**src/design/hdm_sqrt_cell.sv**
```systemverilog
`timescale 1ns / 1ps
// ----------------------------------------------------------------------------
// hdm_sqrt_cell
// One digit of a pipelined restoring square root: takes two radicand bits,
// settles one root bit and hands the partial result to the next cell.
// ----------------------------------------------------------------------------
module hdm_sqrt_cell #(
  parameter int RW = 17,
  parameter int SW = 8
) (
  input  logic            clk,
  input  logic            rst_n,
  input  logic            in_valid,
  output logic            in_ready,
  input  logic [2*RW-1:0] in_n,
  input  logic [RW+1:0]   in_rem,
  input  logic [RW-1:0]   in_root,
  input  logic [SW-1:0]   in_side,
  output logic            out_valid,
  input  logic            out_ready,
  output logic [2*RW-1:0] out_n,
  output logic [RW+1:0]   out_rem,
  output logic [RW-1:0]   out_root,
  output logic [SW-1:0]   out_side
);

  logic            vld_r, vld_nxt;
  logic [2*RW-1:0] n_r;
  logic [RW+1:0]   rem_r, rem_nxt;
  logic [RW-1:0]   root_r, root_nxt;
  logic [SW-1:0]   side_r;
  logic [RW+1:0]   rem_sh, trial;

  assign in_ready = !vld_r || out_ready;

  // Bring down the next two radicand bits and try the root bit at one.
  always_comb begin
    rem_sh = {in_rem[RW-1:0], in_n[2*RW-1 -: 2]};
    trial  = {1'b0, in_root[RW-2:0], 2'b01};
    if (rem_sh >= trial) begin
      rem_nxt  = rem_sh - trial;
      root_nxt = {in_root[RW-2:0], 1'b1};
    end else begin
      rem_nxt  = rem_sh;
      root_nxt = {in_root[RW-2:0], 1'b0};
    end
    vld_nxt = in_ready ? in_valid : vld_r;
  end

  always_ff @(posedge clk) begin
    if (!rst_n) begin
      vld_r <= 1'b0;
    end else begin
      vld_r <= vld_nxt;
    end
  end

  always_ff @(posedge clk) begin
    if (in_ready) begin
      n_r    <= {in_n[2*RW-3:0], 2'b00};
      rem_r  <= rem_nxt;
      root_r <= root_nxt;
      side_r <= in_side;
    end
  end

  assign out_valid = vld_r;
  assign out_n     = n_r;
  assign out_rem   = rem_r;
  assign out_root  = root_r;
  assign out_side  = side_r;

endmodule

```
**config.mk**
```make
export PLATFORM = sky130hd
export DESIGN_NAME = hdm_sqrt_cell
export DESIGN_NICKNAME = d
export VERILOG_FILES = /design/src/design/hdm_sqrt_cell.sv
export SDC_FILE = /design/constraint.sdc
export NUM_CORES = 1
export LEC_CHECK = 0
export ABC_AREA = 1
export BUFFER_PORTS_ARGS = -buffer_cell sky130_fd_sc_hd__buf_4
export CORE_MARGIN = 2
export CORE_UTILIZATION = 40
export DETAILED_ROUTE_END_ITERATION = 10
export PLACE_DENSITY_LB_ADDON = 0.15
export SLEW_MARGIN = 10
export SYNTH_ARGS = -nofsm -noshare
export SYNTH_HDL_FRONTEND = slang
export SYNTH_SLANG_ARGS = --single-unit
```
**constraint.sdc**
```tcl
create_clock -name clk -period 2.5 [get_ports clk]
set_clock_uncertainty 0.05 [all_clocks]
set_input_delay 0.375 -clock clk [delete_from_list [all_inputs] [get_ports clk]]
set_output_delay 0.375 -clock clk [all_outputs]
set_load 0.03 [all_outputs]
```
==> results.json <==
{
  "status": "finished clean",
  "crit_end": "out_rem[14]",
  "critPathCaptureType": "register",
  "ys_seq_area_share_pct": 60.3,
  "drtIter0Drc": 137,
  "criticalPathCategory": "primary input to register",
  "die_w_um": 102,
  "cp_data_arrival_time_ns": 1.91,
  "clock_path_buffers": 2,
  "track_usage_pct": 17.6,
  "post-place-ws_ns": 0.298,
  "dr.pass1.iters": 4,
  "die_area_um2": 10300,
  "root_buffer": "clkbuf_8",
  "hold_viol": 0,
  "cp_common_cell": "nand2_1",
  "peakVddDrop_mv": 0.299,
  "cpMaxStageDelayCell": "ha_1",
  "drc": 0,
  "rsz0062_at_grt": "no",
  "crit_path_start": "in_rem[0]",
  "power_density_nw_per_um2": 647,
  "clkSinkCount": 77,
  "crit_family": "simple AND/OR/NAND/NOR gates",
  "rows": 35,
  "cp_num_cells": 11,
  "design_area_um2": 5360,
  "layout_min_cycle_time_ns": 1.85,
  "core-area_um2": 9240,
  "die_h_um": 102,
  "reg2reg_slack_ns": 1.23,
  "cp-start-kind": "primary input",
  "ctsHoldBuffers": 0,
  "drv_cap": 0,
  "routabilityCongestion": 0.879,
  "io_pins": 162,
  "postCtsResizedCells": 0,
  "drv_slew": 0,
  "netlist_area_um2": 3820,
  "clk_latency_ns": 0.34,
  "num-fill-cells": 832,
  "synth-seq-cells": 77,
  "placed_cell_area_um2": 5160,
  "numPortBuffers": 156,
  "fin_ws_ns": 0.649,
  "totalWireLength_um": 9030,
  "ys_warn_count": 0,
  "numCtsBuffers": 9,
  "reg2reg_to": "out_rem[7]",
  "syn_inst": 396,
  "hold_class": "primary input to register",
  "syn_area_per_cell_um2": 9.64,
  "cp_max_fo": 5,
  "path_buf_inv": 1,
  "netlist.area_leader.share_pct": 59.8,
  "yosys-top-cells-area": "edfxtp_1, nand2_1, ha_1",
  "wire_per_inst_um": 13.0,
  "leakage_nw": 2.67,
  "max_stage_delay_ns": 0.35,
  "path_cells": "buf_4, ha_1, nand2_1, nor2_1, nor2_1, o21ai_1, nand2_1, nand2_1, nand2_1, nand3_1, nand2_1",
  "path_clk_slew_ns": 0.08,
  "area_growth_pct": 40.4,
  "period_share_pct": 74.0,
  "vias_per_cell": 4.48,
  "vias": 3123,
  "grt_max_degree": 46,
  "max_freq_ghz": 0.540,
  "antenna_found_initial": 0,
  "antenna_cells": 0,
  "ant_nets": 0,
  "ys_types": 23,
  "postCtsSetupBuffers": 0,
  "first_global_vias": 3016,
  "htreeDepth": 3,
  "cts_tree": "built",
  "nets": 663,
  "required_ns": 2.56,
  "grt_pass1_wl_um": 14000,
  "dp_hpwl_um": 7070,
  "final-setup-viol-count": 0,
  "initial_core_util_pct": 41.3,
  "synth_top_area_cell": "edfxtp_1",
  "drive_above_1_share_pct": 32.9,
  "regToRegStartpoint": "out_valid",
  "fin_tns_setup_ns": 0,
  "overflow": 0,
  "r2r_cells": 2
}
[power breakdown]
part | internal (mW) | leakage [nW] | switching (mW)
Combinational | 0.356 | 1.78 | 0.575
Sequential | 1.57 | 0.798 | 0.0332
Clock | 0.468 | 0.0895 | 0.468
[routing by layer]
metal  vias up  wire length, um  global-route usage, %
li1       1603                -                      -
met1      1397             3860                   21.9
met2       108             4320                   30.0
met3        15              706                   4.55
met4         0              147                   5.72
met5         -                0                      0
[how the worst min path moves through the flow]
stage | start | depth (start not counted) | endpoint
6_report | in_n[15] | 1 | out_n[17]
5_1_grt | in_n[25] | 1 | out_n[27]
4_1_cts | in_n[23] | 1 | out_n[25]
3_5_place_dp | in_side[1] | 1 | out_side[1]
3_3_place_gp | in_n[29] | 1 | out_n[31]
2_1_floorplan | in_n[8] | 0 | out_n[10]
[cell usage in the layout, fill, tap and decap left out, types with 2 or more instances in the layout]
cell	count
nor2_1	28
nor3_1	2
a21oi_1	11
xor2_1	7
conb_1	2
nand4_1	2
buf_4	159
clkinvlp_4	3
nand3_1	20
inv_2	9
ha_1	18
inv_1	57
edfxtp_1	76
o21ai_1	2
o21ai_0	2
o21bai_1	2
inv_6	2
clkbuf_8	9
xnor2_1	2
nand2_1	143
nand3b_1	4
[per-stage QoR]
stage	util (%)	hold WS (ns)	power (mW)	instances
2_1_floorplan	-	0.424	2.20	397
3_3_place_gp	55.9	0.503	2.56	681
3_5_place_dp	55.9	0.504	2.57	681
4_1_cts	58.0	0.133	3.52	697
5_1_grt	58.0	0.121	3.65	697
6_report	58.0	0.152	3.47	697
[worst reg2reg max path, stage by stage (launching register included)]
cell and delay, ns:
dfxtp_1 0.34, nand2_4 0.25, buf_4 0.32
[registers in the layout, indices dropped and copies added, names as in the netlist]
signal / count
out_valid: 1
out_side: 8
out_rem: 19
out_root: 17
out_n: 32
[logic make-up (layout without fill, tap and decap cells)]
family                   count (synthesis)  after routing  synth area share (%)
AND/OR/NAND/NOR                        201            201                  21.2
flip-flops                              77             77                  60.3
buffers and inverters                   71            242                  7.57
AO/OA/AOI/OAI                           19             19                  2.79
adder cells (fa/ha/maj)                 18             18                  5.90
XOR/XNOR                                 9              9                  2.07
other                                    1              2                0.0983
[final cells by class]
cell class	instances	area, um2	area share [%]
Clock inverter	6	70.1	1.31
Timing Repair Buffer	160	1210	22.6
Tap cell	129	161	3.01
Inverter	66	248	4.62
Sequential cell	77	2300	43.0
Clock buffer	10	128	2.38
Multi-Input combinational cell	249	1240	23.1
[cells in the mapped netlist]
library cell and instances:
nand2_1 144, edfxtp_1 76, inv_1 57, nor2_1 28
nand3_1 20, ha_1 18, a21oi_1 11, inv_2 9
xor2_1 7, buf_4 4, nand3b_1 4, nand4_1 2
nor3_1 2, o21ai_0 2, o21ai_1 2, o21bai_1 2
xnor2_1 2, a21boi_0 1, a21oi_2 1, buf_6 1
conb_1 1, dfxtp_1 1, nand4_2 1
Power figures use the tool's default switching activity.
