File: src/design/hdm_pkg.sv
`timescale 1ns / 1ps
// ----------------------------------------------------------------------------
// hdm_pkg
// Shared constants for the hemisphere direction map: CORDIC length, gain and
// arctangent table in units of 2^-32 turn.
// ----------------------------------------------------------------------------
package hdm_pkg;

  localparam int CORDIC_STEPS = 24;
  localparam int CW           = 33;  // CORDIC x/y width, signed Q2.30 plus headroom

  typedef logic signed [CW-1:0] cordic_xy_t;
  typedef logic [31:0]          turn_t;

  localparam cordic_xy_t CORDIC_GAIN = 33'sd652032874;

  // Arctangent of 2^-i as a fraction of a full turn.
  function automatic turn_t atan_turn(input int step);
    turn_t a;
    case (step)
      0:  a = 32'h20000000;  1:  a = 32'h12E4051E;
      2:  a = 32'h09FB385B;  3:  a = 32'h051111D4;
      4:  a = 32'h028B0D43;  5:  a = 32'h0145D7E1;
      6:  a = 32'h00A2F61E;  7:  a = 32'h00517C55;
      8:  a = 32'h0028BE53;  9:  a = 32'h00145F2F;
      10: a = 32'h000A2F98;  11: a = 32'h000517CC;
      12: a = 32'h00028BE6;  13: a = 32'h000145F3;
      14: a = 32'h0000A2FA;  15: a = 32'h0000517D;
      16: a = 32'h000028BE;  17: a = 32'h0000145F;
      18: a = 32'h00000A30;  19: a = 32'h00000518;
      20: a = 32'h0000028C;  21: a = 32'h00000146;
      22: a = 32'h000000A3;  23: a = 32'h00000051;
      default: a = 32'h0;
    endcase
    return a;
  endfunction

endpackage

File: src/design/hdm_cordic_cell.sv
`timescale 1ns / 1ps
// ----------------------------------------------------------------------------
// hdm_cordic_cell
// One CORDIC rotation step with a fixed shift and arctangent, registered.
// ----------------------------------------------------------------------------
module hdm_cordic_cell #(
  parameter int STEP = 0,
  parameter int SW   = 8
) (
  input  logic                clk,
  input  logic                rst_n,
  input  logic                in_valid,
  output logic                in_ready,
  input  hdm_pkg::cordic_xy_t in_x,
  input  hdm_pkg::cordic_xy_t in_y,
  input  hdm_pkg::turn_t      in_z,
  input  logic [SW-1:0]       in_side,
  output logic                out_valid,
  input  logic                out_ready,
  output hdm_pkg::cordic_xy_t out_x,
  output hdm_pkg::cordic_xy_t out_y,
  output hdm_pkg::turn_t      out_z,
  output logic [SW-1:0]       out_side
);

  localparam hdm_pkg::turn_t ATAN = hdm_pkg::atan_turn(STEP);

  logic                vld_r, vld_nxt;
  hdm_pkg::cordic_xy_t x_r, y_r, x_nxt, y_nxt, dx, dy;
  hdm_pkg::turn_t      z_r, z_nxt;
  logic [SW-1:0]       side_r;

  assign in_ready = !vld_r || out_ready;

  // Rotate towards zero residual angle; arithmetic shifts floor.
  always_comb begin
    dx = in_y >>> STEP;
    dy = in_x >>> STEP;
    if (in_z[31]) begin
      x_nxt = in_x + dx;
      y_nxt = in_y - dy;
      z_nxt = in_z + ATAN;
    end else begin
      x_nxt = in_x - dx;
      y_nxt = in_y + dy;
      z_nxt = in_z - ATAN;
    end
    vld_nxt = in_ready ? in_valid : vld_r;
  end

  always_ff @(posedge clk) begin
    if (!rst_n) begin
      vld_r <= 1'b0;
    end else begin
      vld_r <= vld_nxt;
    end
  end

  always_ff @(posedge clk) begin
    if (in_ready) begin
      x_r    <= x_nxt;
      y_r    <= y_nxt;
      z_r    <= z_nxt;
      side_r <= in_side;
    end
  end

  assign out_valid = vld_r;
  assign out_x     = x_r;
  assign out_y     = y_r;
  assign out_z     = z_r;
  assign out_side  = side_r;

endmodule

File: config.mk
export PLATFORM = sky130hd
export DESIGN_NAME = hdm_cordic_cell
export DESIGN_NICKNAME = d
export VERILOG_FILES = /design/src/design/hdm_pkg.sv /design/src/design/hdm_cordic_cell.sv
export SDC_FILE = /design/constraint.sdc
export NUM_CORES = 1
export LEC_CHECK = 0
export ABC_CLOCK_PERIOD_IN_PS = 5600
export BUFFER_PORTS_ARGS = -buffer_cell sky130_fd_sc_hd__buf_4
export CAP_MARGIN = 0
export CELL_PAD_IN_SITES_DETAIL_PLACEMENT = 1
export CELL_PAD_IN_SITES_GLOBAL_PLACEMENT = 1
export CORE_ASPECT_RATIO = 1.2
export CORE_MARGIN = 2
export CORE_UTILIZATION = 30
export DETAILED_ROUTE_END_ITERATION = 10
export GPL_TIMING_DRIVEN = 0
export PLACE_DENSITY = 0.71
export REMOVE_ABC_BUFFERS = 1
export SYNTH_ARGS = -nofsm -noshare
export SYNTH_HDL_FRONTEND = slang
export SYNTH_SLANG_ARGS = --single-unit
File: constraint.sdc
create_clock -name clk -period 5.6 [get_ports clk]
set_input_delay 1.12 -clock clk [delete_from_list [all_inputs] [get_ports clk]]
set_output_delay 1.12 -clock clk [all_outputs]
set_load 0.03 [all_outputs]
==> results of run 1 <==
[path summary, 6_finish.rpt]
check                          from                  end  slack [ns]  cells after the start
max                         in_x[3]  out_x[24]$_DFFE_PP_        1.18                     13
min reg2reg  out_valid$_SDFFE_PN0P_   out_z[5]$_DFFE_PP_        1.11                      1
min                        in_z[11]  out_z[11]$_DFFE_PP_        0.92                      1
max reg2reg  out_valid$_SDFFE_PN0P_  out_x[12]$_DFFE_PP_        3.99                      2
[metrics by stage]
stage	std cells	hold slack [ns]	instance area, um^2	total power [mW]
after floorplan	875	1.22	8470	1.85
after global placement	1477	1.30	10600	2.30
after detailed placement	1479	1.14	10600	2.32
after CTS	1495	0.907	11000	3.03
after global routing	1495	0.908	11000	3.15
final	1495	0.920	11000	3.00
[logic make-up (layout without fill, tap and decap cells)]
family          count (synthesis)  after routing
mux                            18             18
xor+xnor                       62             62
simple gates                  183            183
compound gates                297            297
buf+inv                       140            336
fa+ha+maj                     108            108
flops                         106            106
[layout by cell type, fill, tap and decap left out, types with 3 or more instances in the layout]
| cell | instances |
|---|---|
| edfxtp_1 | 105 |
| xnor2_1 | 59 |
| and2_1 | 3 |
| o21ai_0 | 47 |
| a211o_1 | 4 |
| clkinv_1 | 4 |
| o31a_1 | 3 |
| a21o_1 | 18 |
| or2_2 | 6 |
| o31ai_1 | 17 |
| fa_1 | 4 |
| o21bai_1 | 19 |
| a211oi_1 | 11 |
| nand4_1 | 9 |
| nand2_1 | 40 |
| o21a_1 | 10 |
| a221oi_1 | 3 |
| o22ai_1 | 4 |
| nor4_1 | 7 |
| nor2_1 | 61 |
| nor2b_1 | 8 |
| ha_1 | 104 |
| or3_1 | 5 |
| xor2_1 | 3 |
| and3_1 | 3 |
| o211ai_1 | 7 |
| nand2b_1 | 3 |
| inv_1 | 96 |
| mux2i_1 | 18 |
| a31oi_1 | 10 |
| a21boi_0 | 5 |
| clkbuf_16 | 9 |
| nand3_1 | 15 |
| nor3_1 | 14 |
| a21oi_1 | 107 |
| o2111ai_1 | 3 |
| buf_4 | 217 |
| o221ai_1 | 3 |
[sequential cells by signal (all words and copies together), names as in the netlist]
register	flops
out_y	33
out_x	32
out_z	32
out_side	8
out_valid	1
[area by class of cell]
| class | instances | share of cell area (%) |
|---|---|---|
| Sequential cell | 106 | 29.0 |
| Tap cell | 385 | 4.40 |
| Clock inverter | 6 | 0.754 |
| Clock buffer | 10 | 2.09 |
| Multi-Input combinational cell | 668 | 45.0 |
| Timing Repair Buffer | 219 | 15.3 |
| Inverter | 101 | 3.46 |
[routing by layer]
metal / wire length [um] / share of wire (%) / vias up / GRT usage, %
li1: - / - / 3648 / -
met1: 12000 / 42 / 3697 / 22.3
met2: 14200 / 50 / 229 / 33.7
met3: 1350 / 4.8 / 48 / 3.18
met4: 747 / 2.6 / 0 / 6.19
met5: 0 / 0 / - / 0
[where the power goes]
group / leakage (nW) / total, mW / internal [mW] / switching (mW)
registers: 1.10 / 1.08 / 1.04 / 0.0462
clock network: 0.148 / 0.701 / 0.359 / 0.342
logic: 3.64 / 1.22 / 0.448 / 0.769
total: 4.88 / 3.00 / 1.84 / 1.16
[critical path, delay by kind of cell]
family          cells  cell delay [ns]
compound gates      7             2.22
fa+ha+maj           1             0.45
buf+inv             2             0.14
simple gates        1             0.22
mux                 1             0.22
xor+xnor            1             0.13
==> flow_summary.rst, run 1 <==
.. list-table::
   :header-rows: 1

   * - Metric
     - Value
   * - Final Max Tran Viols
     - 0
   * - Maximum resistive drop on vdd
     - ~0.00013 V
   * - Die extent in x
     - ~160 um
   * - Post-Synth Simple-Gate Area
     - 10.2%
   * - Avg Vias per Cell
     - between 5 and 6
   * - Post-route antenna net violation count
     - 0
   * - Share of synthesized cell area in full adder, half adder and majority cells
     - between 10% and 20%
   * - Setup Fix Bufs, Post-CTS
     - 0
   * - Type of the most critical hold path
     - primary input to register
   * - Setup violators final
     - 0
   * - Post-place setup slack
     - around 0.9 ns
   * - Number of fill cells
     - between 3000 and 4000
   * - Post-layout util
     - 38.3%
   * - Share of the synthesized netlist area taken by xor and xnor gates
     - 6.28%
   * - Largest net degree at the start of global routing
     - 70
   * - Detailed Place HPWL
     - between 20 and 25 mm
   * - Area occupied by multi-input gates
     - 4930 um^2
   * - Maximum fanout along the worst path
     - 11
   * - Ordered cell list for the critical path
     - buf_4 -> inv_1 -> ha_1 -> nor2_1 -> o21ai_0 -> a21oi_1 -> a21oi_1 -> o21ai_0 -> a21oi_1 -> o31ai_1 -> a221oi_1 -> mux2i_1 -> xnor2_1
   * - Register area
     - between 3000 and 4000 um^2
   * - Area leader, netlist
     - edfxtp_1
   * - Transition time at the pin with the least slew margin
     - around 0.76 ns
   * - Total power density per cell area
     - around 270 nW/um^2
   * - Area share of the leading cell type in the synthesized netlist
     - between 30% and 40%
   * - CTS tree
     - yes
   * - Most common cell in the netlist
     - a21oi_1
   * - Pleak
     - 4.88 nW
   * - Later-pin clock latency in the skew report
     - about 0.37 ns
   * - Routed wire per std cell
     - about 19 um
   * - GR Util All Layers
     - a little under a fifth
   * - Worst Setup Slack, final
     - 1.18 ns
   * - Most used flip-flop cell after synthesis
     - edfxtp_1
   * - Leftover overflow at the end of global routing
     - 0
   * - Number of placed I/O pins
     - around 220
   * - Share of post-route cells with drive strength above 1
     - 23.0%
   * - Delay of the slowest cell on the worst path
     - approximately 0.67 ns
   * - Outcome
     - finished, final reports clean
   * - Number of global-route vias before repair
     - between 8000 and 9000
   * - Number of enable-type register cells in the synthesized netlist
     - between 100 and 150
   * - Final #Nets
     - about 1300
   * - Starting utilization of the core area
     - ~30%
   * - Avg Inst Size Synth
     - 9.47 um^2
   * - Most instantiated cells after synthesis
     - 107 x a21oi_1, 105 x edfxtp_1, 104 x ha_1
   * - Fraction of registers with async set/reset
     - 0%
   * - Fraction of the cycle the final worst path needs
     - 78.9%
   * - Layout overhead on the synthesized area
     - 26.5%
   * - Sequential area share after synthesis
     - a little under two fifths
   * - Number of buffer cells added on primary ports
     - between 200 and 250
   * - Clk root buf
     - clkbuf_16
   * - Unique cell type count in the Yosys netlist
     - between 70 and 80
   * - Number of gates resized after cts
     - 0
   * - Sinks on Clock Net
     - ~110
   * - Max Freq
     - around 230 MHz
   * - Height of the die
     - about 190 um
   * - Portion of netlist area occupied by mux cells
     - roughly 2.1%
   * - Nature of the critical path startpoint
     - primary input
   * - Post-detailed-route DRC marker count
     - 0
   * - First-pass GRT wire length
     - ~45 mm
   * - H-Tree Depth
     - 3
   * - Number of clock buffers inserted by TritonCTS
     - 9
   * - Ranking of synthesized cells by area
     - edfxtp_1 36%, ha_1 15%, a21oi_1 6.2%
   * - Total number of placement rows
     - a little under 70
   * - Initial antenna violation count
     - 0
   * - Tightest slew margin relative to the limit
     - between 40 and 50%
   * - Final clock skew
     - 0.0101 ns
   * - Number of hold violations in the final report
     - 0
   * - Cells after synthesis
     - around 910
   * - Placeable core area
     - ~29000 um^2
   * - Floorplan die area
     - 30200 um^2
   * - Count of antenna diodes in the layout
     - 0
   * - Last weighted congestion value of the routability-driven placer
     - about 0.9
   * - Via count
     - roughly 7600
   * - Required time of the critical path
     - between 5 and 6 ns
   * - Crit. End Element
     - register
   * - #FFs+latches synth
     - between 100 and 150
   * - Final critical-path required period
     - 4.42 ns
   * - Number of DRC markers in iteration 0
     - approximately 380
   * - Most prevalent standard cell on the critical path
     - a21oi_1
   * - Max cap viols
     - 0
   * - Hold Buf Count CTS
     - 0
   * - Setup TNS
     - 0 ns
   * - Setup repair after global routing missed its margin
     - false
   * - Post-Route WL
     - between 20 and 30 mm
   * - Path type of the worst setup path
     - primary input to register
   * - Clock-pin transition on the worst setup and hold timing paths
     - about 0.09 ns
   * - Cell type of the slowest stage on the worst timing path
     - o31ai_1
   * - Synth warnings
     - 0
   * - Mapped Area
     - roughly 8700 um^2
   * - Detailed-routing iteration count for the pre-antenna-repair pass
     - 4
   * - Data arrival, critical path
     - 4.51 ns
   * - Maximum count of clock buffers along a single path
     - 2
   * - Share of the synthesized area in compound gates (AO/OA/AOI/OAI)
     - 22.4%
   * - Combinational family with the most area after synthesis
     - compound AO/OA/AOI/OAI gates
Note: power is estimated with default switching activity, not from simulation.
==> run 2: changes to the inputs <==
--- a/config.mk
+++ b/config.mk
@@ -5,7 +5,7 @@
 export SDC_FILE = /design/constraint.sdc
 export NUM_CORES = 1
 export LEC_CHECK = 0
-export ABC_CLOCK_PERIOD_IN_PS = 5600
+export ABC_CLOCK_PERIOD_IN_PS = 3980
 export BUFFER_PORTS_ARGS = -buffer_cell sky130_fd_sc_hd__buf_4
 export CAP_MARGIN = 0
 export CELL_PAD_IN_SITES_DETAIL_PLACEMENT = 1
@@ -15,7 +15,7 @@
 export CORE_UTILIZATION = 30
 export DETAILED_ROUTE_END_ITERATION = 10
 export GPL_TIMING_DRIVEN = 0
-export PLACE_DENSITY = 0.71
+export PLACE_DENSITY = 0.73
 export REMOVE_ABC_BUFFERS = 1
 export SYNTH_ARGS = -nofsm -noshare
 export SYNTH_HDL_FRONTEND = slang
==> constraint.sdc (replaced) <==
create_clock -name clk -period 3.98 [get_ports clk]
set_input_delay 0.796 -clock clk [delete_from_list [all_inputs] [get_ports clk]]
set_output_delay 0.796 -clock clk [all_outputs]
set_load 0.03 [all_outputs]
==> run 2 against run 1 <==
Register-to-register slack got worse by 1.6 ns. Via count is 0.41% higher. Sequential share of layout area decreased by 0.14 points. Global-route usage barely moved. Clock skew fell by 0.0017 ns. Sequential power up 41%. Non-clock buffer count grew 1. Final cell count about the same. Clock power grew 33%. Sequential cell count did not move. Setup slack lost 1.1 ns. Critical path type unchanged.
==> flow_summary.rst, run 2 (same netlist as run 1, synthesis figures left out) <==
.. list-table::
   :header-rows: 1

   * - Metric
     - Value
   * - Number of clock buffers inserted by TritonCTS
     - 9
   * - Placeable core area
     - about 29000 um^2
   * - Detailed-routing iteration count for the pre-antenna-repair pass
     - 6
   * - Routed wire per std cell
     - 19.1 um
   * - Starting utilization of the core area
     - 30.3%
   * - Post-route antenna net violation count
     - 0
   * - Type of the most critical hold path
     - primary input to register
   * - Number of placed I/O pins
     - 218
   * - Largest net degree at the start of global routing
     - 70
   * - CTS tree
     - yes
   * - Tightest slew margin relative to the limit
     - between 40% and 50%
   * - Sinks on Clock Net
     - approximately 110
   * - Placed Cells incl. Taps
     - ~1500
   * - Startpoint of the lowest-slack register-to-register path
     - out_valid$_SDFFE_PN0P_
   * - Startpoint of the worst hold path
     - in_z[22]
   * - Max Freq
     - about 260 MHz
   * - Post-Route WL
     - roughly 29 mm
   * - Maximum fanout along the worst path
     - 11
   * - Initial antenna violation count
     - 0
   * - Met2 capacity usage during global routing
     - between 30% and 40%
   * - Setup repair after global routing missed its margin
     - true
   * - Final Max Tran Viols
     - 0
   * - Flip-flop count of the largest register, all copies and words added
     - 33
   * - H-Tree Depth
     - 3
   * - Avg Vias per Cell
     - a little over 5
   * - Delay of the slowest cell on the worst path
     - 0.57 ns
   * - Startpoint of the most critical setup path
     - in_x[8]
   * - Number of DRC markers in iteration 0
     - 390
   * - Cell type of the slowest stage on the worst timing path
     - o21ai_0
   * - Share of post-route cells with drive strength above 1
     - between 20% and 30%
   * - Max cap viols
     - 0
   * - Final clock skew
     - 0.00843 ns
   * - Post-detailed-route DRC marker count
     - 0
   * - Outcome
     - finished, final reports clean
   * - Setup TNS
     - 0 ns
   * - Data arrival, critical path
     - ~4 ns
   * - Detailed Place HPWL
     - 22.9 mm
   * - Nature of the critical path startpoint
     - primary input
   * - GR Util All Layers
     - a little under a fifth
   * - Setup violators final
     - 0
   * - Path type of the worst setup path
     - primary input to register
   * - Gr busiest metal
     - met2
   * - Leftover overflow at the end of global routing
     - 0
   * - Height of the die
     - 190 um
   * - Number of hold violations in the final report
     - 0
   * - Crit. End Element
     - register
   * - Number of fill cells
     - approximately 3400
   * - Pleak
     - roughly 4.9 nW
   * - Via count
     - between 7000 and 8000
   * - Last weighted congestion value of the routability-driven placer
     - roughly 0.91
   * - Most prevalent standard cell on the critical path
     - inv_1
   * - Number of global-route vias before repair
     - ~8000
   * - Maximum count of clock buffers along a single path
     - 2
   * - GR Util met1
     - roughly 23%
   * - Post-Layout Cell Count
     - 1496
   * - Placed cell area
     - between 10000 and 15000 um^2
   * - Crit path max-delay family
     - compound AO/OA/AOI/OAI gates
   * - Clock-pin transition on the worst setup and hold timing paths
     - roughly 0.090 ns
   * - Number of buffer cells added on primary ports
     - 217
   * - Clk root buf
     - clkbuf_16
   * - Maximum resistive drop on vdd
     - roughly 0.00019 V
   * - Most common library cell in the layout ignoring fill and taps
     - buf_4
   * - Layout overhead on the synthesized area
     - 27.2%
   * - Die extent in x
     - approximately 160 um
   * - Post-Route Hold Slack
     - approximately 0.6 ns
   * - Floorplan die area
     - around 30000 um^2
   * - Final #Nets
     - about 1300
   * - Commonest non-fill, non-tap cells in the layout
     - 218 x buf_4, 105 x a21oi_1, 105 x edfxtp_1, 102 x ha_1, 96 x inv_1
   * - Required time of the critical path
     - between 4 and 5 ns
   * - Later-pin clock latency in the skew report
     - around 0.37 ns
   * - First-pass GRT wire length
     - ~44 mm
   * - Met3 track demand over resource in global routing
     - under 10%
   * - Total power density per cell area
     - ~380 nW/um^2
   * - Total number of placement rows
     - 68
   * - Fraction of the cycle the final worst path needs
     - a little over nine tenths
   * - Total buffers and inverters traversed by the critical path
     - 3
   * - Transition time at the pin with the least slew margin
     - approximately 0.8 ns
   * - Ordered cell list for the critical path
     - buf_4 -> inv_1 -> ha_1 -> inv_1 -> o31ai_1 -> or3_1 -> o221ai_1 -> a21oi_1 -> a41oi_1 -> o21ai_0 -> nand3_1 -> a31oi_1 -> xnor2_1
   * - Final critical-path required period
     - 3.88 ns
   * - Cell area after layout
     - 11000 um^2
   * - Count of antenna diodes in the layout
     - 0
-- run 2: changes by cell type in the layout (fill, tap and decap cells not counted), moves of 2 or more --
| cell | delta |
|---|---|
| a21oi_2 | +2 |
| a21oi_1 | -2 |
| ha_1 | -2 |
| o31ai_1 | -2 |
| ha_2 | +2 |
| inv_6 | -2 |
| a31oi_2 | +2 |
| o31ai_2 | +2 |
| a31oi_1 | -2 |
| clkinv_8 | +2 |
-- run 2: per-layer routing --
metal | up-vias | wire length (um) | part of all wire, %
li1 | 3666 | - | -
met1 | 3684 | 12200 | 43
met2 | 254 | 14200 | 50
met3 | 49 | 1350 | 4.7
met4 | 0 | 805 | 2.8
met5 | - | 0 | 0
-- run 2: what timing repair did --
action / CTS / global route
buffers inserted: 0 / 1
hold buffers: 0 / 0
gates resized for setup: 2 / 9
endpoints found under the setup margin: 3 / 12
-- run 2: power by group --
part           internal, mW  switching (mW)
logic                 0.637            1.09
clock network         0.448           0.487
registers              1.46          0.0640
total                  2.54            1.64
-- run 2: area by class of cell --
class / count / area [um^2] / share of cell area, %
multi-input combinational: 668 / 4980 / 45.2
inverter: 101 / 379 / 3.45
clock buffer: 9 / 225 / 2.05
clock inverter: 7 / 83.8 / 0.762
sequential: 106 / 3170 / 28.8
timing repair buffer: 220 / 1680 / 15.3
tap: 385 / 482 / 4.38
-- run 2: worst paths after layout --
check	endpoint	slack, ns	cells past startpoint
setup / recovery	out_y[29]$_DFFE_PP_	0.1	13
setup reg to reg	out_x[18]$_DFFE_PP_	2.42	2
hold reg to reg	out_z[25]$_DFFE_PP_	1.03	1
hold / removal	out_z[22]$_DFFE_PP_	0.60	1
-- run 2: per-stage QoR --
step	power, mW	utilization (%)	worst slack, ns
2_1_floorplan	2.60	-	-0.379
3_3_place_gp	3.24	37.0	-1.97
3_5_place_dp	3.26	37.2	-0.441
4_1_cts	4.22	38.3	0.0293
5_1_grt	4.38	38.5	-0.0158
6_report	4.19	38.5	0.0996
